### src/rtl/otr_pkg.sv
// ----------------------------------------------------------------------------
// otr_pkg
// types and constants shared by the order table block
// ----------------------------------------------------------------------------
package otr_pkg;

    localparam int TABLE_DEPTH_DEF = 64;

    typedef enum logic [2:0] {
        REQ_SUBMIT     = 3'd0,
        REQ_CANCEL     = 3'd1,
        REQ_CANCEL_ALL = 3'd2,
        REQ_REPLACE    = 3'd3,
        REQ_FILL       = 3'd4
    } t_req;

    typedef enum logic [3:0] {
        RSN_OK         = 4'd0,
        RSN_PRICE      = 4'd1,
        RSN_MIN_QTY    = 4'd2,
        RSN_TICK       = 4'd3,
        RSN_INVENTORY  = 4'd4,
        RSN_BUY_CROSS  = 4'd5,
        RSN_SELL_CROSS = 4'd6,
        RSN_NOT_ACTIVE = 4'd7,
        RSN_TABLE_FULL = 4'd8
    } t_reason;

    localparam logic [1:0] CFG_MAX_INV = 2'd0;
    localparam logic [1:0] CFG_MIN_QTY = 2'd1;
    localparam logic [1:0] CFG_TICK    = 2'd2;
    localparam logic [1:0] CFG_STRICT  = 2'd3;

    typedef enum logic [3:0] {
        ST_IDLE, ST_RD, ST_DECIDE, ST_DIV, ST_RISK, ST_CHECK, ST_EMIT,
        ST_SCAN_RD, ST_SCAN_CHK, ST_SCAN_EMIT, ST_SCAN_WAIT
    } t_state;

    typedef struct packed {
        logic start;
        logic busy;
    } t_div_ctl;

endpackage

### src/rtl/otr_urem.sv
// ----------------------------------------------------------------------------
// otr_urem
// restoring remainder unit, one quotient bit per cycle (32 bits by 16 bits)
// ----------------------------------------------------------------------------
module otr_urem (
    input  logic                i_clk,
    input  logic                i_rst_n,
    input  logic                i_start,
    input  logic [31:0]         i_dividend,
    input  logic [15:0]         i_divisor,
    output otr_pkg::t_div_ctl   o_ctl,
    output logic                o_zero
);
    logic [31:0] r_num;
    logic [16:0] r_rem;
    logic [15:0] r_den;
    logic [5:0]  r_cnt;
    logic        r_busy;
    logic [16:0] w_sh;
    logic [16:0] w_sub;

    assign w_sh  = {r_rem[15:0], r_num[31]};
    assign w_sub = w_sh - {1'b0, r_den};

    always_ff @(posedge i_clk) begin
        if (!i_rst_n) begin
            r_busy <= 1'b0;
            r_cnt  <= '0;
        end else if (i_start) begin
            r_busy <= 1'b1;
            r_cnt  <= 6'd32;
        end else if (r_busy) begin
            r_cnt <= r_cnt - 6'd1;
            if (r_cnt == 6'd1) begin
                r_busy <= 1'b0;
            end
        end
    end

    always_ff @(posedge i_clk) begin
        if (i_start) begin
            r_num <= i_dividend;
            r_rem <= '0;
            // zero divisor counts as one
            r_den <= (i_divisor == 16'd0) ? 16'd1 : i_divisor;
        end else if (r_busy) begin
            r_num <= {r_num[30:0], 1'b0};
            r_rem <= w_sub[16] ? w_sh : w_sub;
        end
    end

    assign o_ctl.start = i_start;
    assign o_ctl.busy  = r_busy;
    assign o_zero      = (r_rem == 17'd0);
endmodule

### config.mk
export PLATFORM = sky130hd
export DESIGN_NAME = otr_urem
export DESIGN_NICKNAME = d
export VERILOG_FILES = /design/src/rtl/otr_pkg.sv /design/src/rtl/otr_urem.sv
export SDC_FILE = /design/constraint.sdc
export NUM_CORES = 1
export LEC_CHECK = 0
export BUFFER_PORTS_ARGS = -buffer_cell sky130_fd_sc_hd__buf_2
export CAP_MARGIN = 20
export CORE_MARGIN = 1
export CORE_UTILIZATION = 25
export DETAILED_ROUTE_END_ITERATION = 10
export PLACE_DENSITY = 0.39
export SYNTH_ARGS = -nofsm -noshare
export SYNTH_HDL_FRONTEND = slang
export SYNTH_SLANG_ARGS = --single-unit
### constraint.sdc
create_clock -name i_clk -period 4.8 [get_ports i_clk]
set_clock_uncertainty 0.05 [all_clocks]
set_input_delay 0.48 -clock i_clk [delete_from_list [all_inputs] [get_ports i_clk]]
set_output_delay 0.48 -clock i_clk [all_outputs]
set_load 0.005 [all_outputs]
==> flow_metrics.env <==
export IMPL_status="finished clean"
export IMPL_setup_slack_ns=1.062
export IMPL_cts_resized=0
export IMPL_critPathMaxFanout=16
export IMPL_cts_buffer_depth=2
export IMPL_vias=2562
export IMPL_cp_arrival_ns=3.97
export IMPL_root_buffer="clkbuf_16"
export IMPL_cts_reportedPaths_clkPinSlew_ns=0.06
export IMPL_preCtsSetupSlack_ns=1.062
export IMPL_clkSinkCount=72
export IMPL_n_antenna_cell=0
export IMPL_leakage_nw=1.765
export IMPL_dp_final_hpwl_mm=5.863
export IMPL_cts_setup_buffers=0
export IMPL_final_net_count=448
export IMPL_start_kind="register"
export IMPL_yosysSeqAreaShare_pct=51.32
export IMPL_antenna_found_initial=0
export IMPL_area_growth_pct=18.88
export IMPL_synth_nets=409
export IMPL_fin_crit_sh_pct=77.87
export IMPL_grt_setup_unrepaired="no"
export IMPL_layout_common_cells="buf_2 (53), edfxtp_1 (48), mux2_2 (31)"
export IMPL_viasPerCell=4.527
export IMPL_crit_path_end_kind="register"
export IMPL_ys_flop_type="edfxtp_1"
export IMPL_critPathKind="register to register"
export IMPL_setup_tns_ns=0
export IMPL_initial_core_util_pct=25.67
export IMPL_peakVddDrop_mv=0.1803
export IMPL_slew_headroom_pct=48.54
export IMPL_grt_ovfl_total=0
export IMPL_cts_tree="built"
export IMPL_regArea_mm2=0.001922
export IMPL_hold_buffers=0
export IMPL_grt_pass1_wl_mm=13.46
export IMPL_fillerInstances=1508
export IMPL_die_w_um=124.4
export IMPL_drive_above_1_share_pct=28.01
export IMPL_io_buffers=53
export IMPL_routedWlPerCell_um=14.38
export IMPL_syn_area_per_cell_um2=11.08
export IMPL_gp_congestion=0.7727
export IMPL_period_needed_ns=3.738
export IMPL_tightestPinTransition_ns=0.7718
export IMPL_hold_path_class="input pin to register"
export IMPL_syn_area_mm2=0.003745
export IMPL_max_cap_violations=0
export IMPL_dieArea_mm2=0.01547
export IMPL_multi_input_area_mm2=0.001623
export IMPL_ys_types=44
export IMPL_ys_ff_latch=72
export IMPL_synth_edff_count=48
export IMPL_track_usage_pct=11.35
export IMPL_drv_slew=0
export IMPL_drt_total_wl_mm=8.139
export IMPL_fp_row_count=44
export IMPL_cts_htree_levels=3
export IMPL_final_common_cell="buf_2"
export IMPL_critical_path_required_ns=5.03
export IMPL_dr_pass1_iters=4
export IMPL_clk_latency_ns=0.34
export IMPL_drc=0
export IMPL_ys_warn_count=0
export IMPL_grt_max_degree=39
export IMPL_cts_made_buffers=9
export IMPL_synthArstFlopShare_pct=0
export IMPL_finalSetupViolCount=0
export IMPL_first_global_vias=2495
export IMPL_ant_nets=0
export IMPL_fmax_mhz=267.5
export IMPL_die_h_um=124.4
export IMPL_synthCells=338
export IMPL_p_per_area_mw_per_mm2=383.2
export IMPL_drt_iter0_drc=132
export IMPL_ioPinCount=54
export IMPL_core_area_mm2=0.01459
export IMPL_finalHoldViolCount=0
## cells in the mapped netlist (2+ instances only)
cell type / number / area share (%)
a211oi_1: 9 / 1.8
a21oi_1: 18 / 2.4
a311oi_1: 3 / 0.70
a31oi_1: 4 / 0.67
and3_1: 4 / 0.67
buf_4: 2 / 0.40
clkbuf_1: 25 / 2.5
dfxtp_1: 24 / 13
edfxtp_1: 48 / 38
ha_1: 19 / 6.3
inv_1: 20 / 2.0
inv_2: 2 / 0.20
mux2_2: 31 / 9.3
mux2i_1: 8 / 2.1
nand2_1: 14 / 1.4
nand2b_1: 2 / 0.33
nand3_1: 3 / 0.40
nor2_1: 24 / 2.4
nor2b_1: 4 / 0.67
nor3_1: 6 / 0.80
nor3b_1: 2 / 0.40
nor4_1: 8 / 1.3
o21a_1: 6 / 1.2
o21ai_0: 12 / 1.6
o21ai_1: 2 / 0.27
o22ai_1: 2 / 0.33
o31a_1: 3 / 0.70
or3_1: 4 / 0.67
xnor2_1: 10 / 2.3
xor2_1: 5 / 1.2
## worst paths after layout
check          startpoint   endpoint  slack, ns  cells past startpoint
max             r_num[31]  r_rem[13]       1.06                     16
min          i_divisor[9]   r_den[9]       0.28                      1
max reg2reg     r_num[31]  r_rem[13]       1.06                     16
min reg2reg      r_cnt[0]   r_cnt[0]       0.44                      2
## logic make-up (layout without fill, tap and decap cells)
kind of cell | count (synthesis) | in the layout | synth area share (%)
buffers and inverters | 51 | 95 | 5.345
flip-flops | 72 | 72 | 51.32
XOR/XNOR | 15 | 15 | 3.508
AO/OA/AOI/OAI | 64 | 64 | 11.03
adder cells (fa/ha/maj) | 20 | 20 | 6.883
AND/OR/NAND/NOR | 77 | 77 | 10.46
multiplexers | 39 | 39 | 11.46
## final cells by class
type,instances,share of cell area (%)
sequential,72,43.17
clock buffer,12,5.537
clock inverter,4,1.180
timing repair buffer,57,6.633
inverter,22,1.855
tap,184,5.171
multi-input combinational,215,36.45
## worst max-delay path, stage by stage (launching register included)
cell and delay [ns]:
edfxtp_1 0.38, inv_1 0.07, ha_1 0.18, fa_1 0.21, nor2b_1 0.07, o31a_1 0.28
o31a_1 0.27, nor3b_2 0.22, o21ai_1 0.13, nand3_1 0.10, nand2_1 0.05, ha_1 0.27
buf_4 0.22, inv_2 0.10, or3_1 0.44, or4_1 0.54, nand3_1 0.09
## sequential cells by signal, indices dropped and copies added (netlist names)
signal and count:
r_den 16, r_rem 17, r_busy 1, r_num 32, r_cnt 6
## metal layers
metal	vias up	global-route usage (%)	share of wire [%]
li1	1295	-	-
met1	1218	14.64	47
met2	36	17.42	48
met3	13	3.351	3.2
met4	0	5.103	2.1
met5	-	0	0
## per-stage QoR
step	instances	hold WS, ns	utilization (%)	cell area, µm²	power, mW
after floorplan	338	0.4108	-	3745	0.9558
after global routing	566	0.2678	30.51	4452	1.794
after global placement	550	0.4288	28.46	4153	1.039
after CTS	566	0.2618	30.51	4452	1.735
final	566	0.2754	30.51	4452	1.706
after detailed placement	550	0.4329	28.46	4153	1.037
## power breakdown
part	internal (mW)	switching [mW]	total [mW]
logic	0.126	0.144	0.270
registers	0.724	0.0271	0.751
clock network	0.419	0.266	0.685
total	1.27	0.437	1.71
No activity file was read; power rests on OpenSTA's default activity.
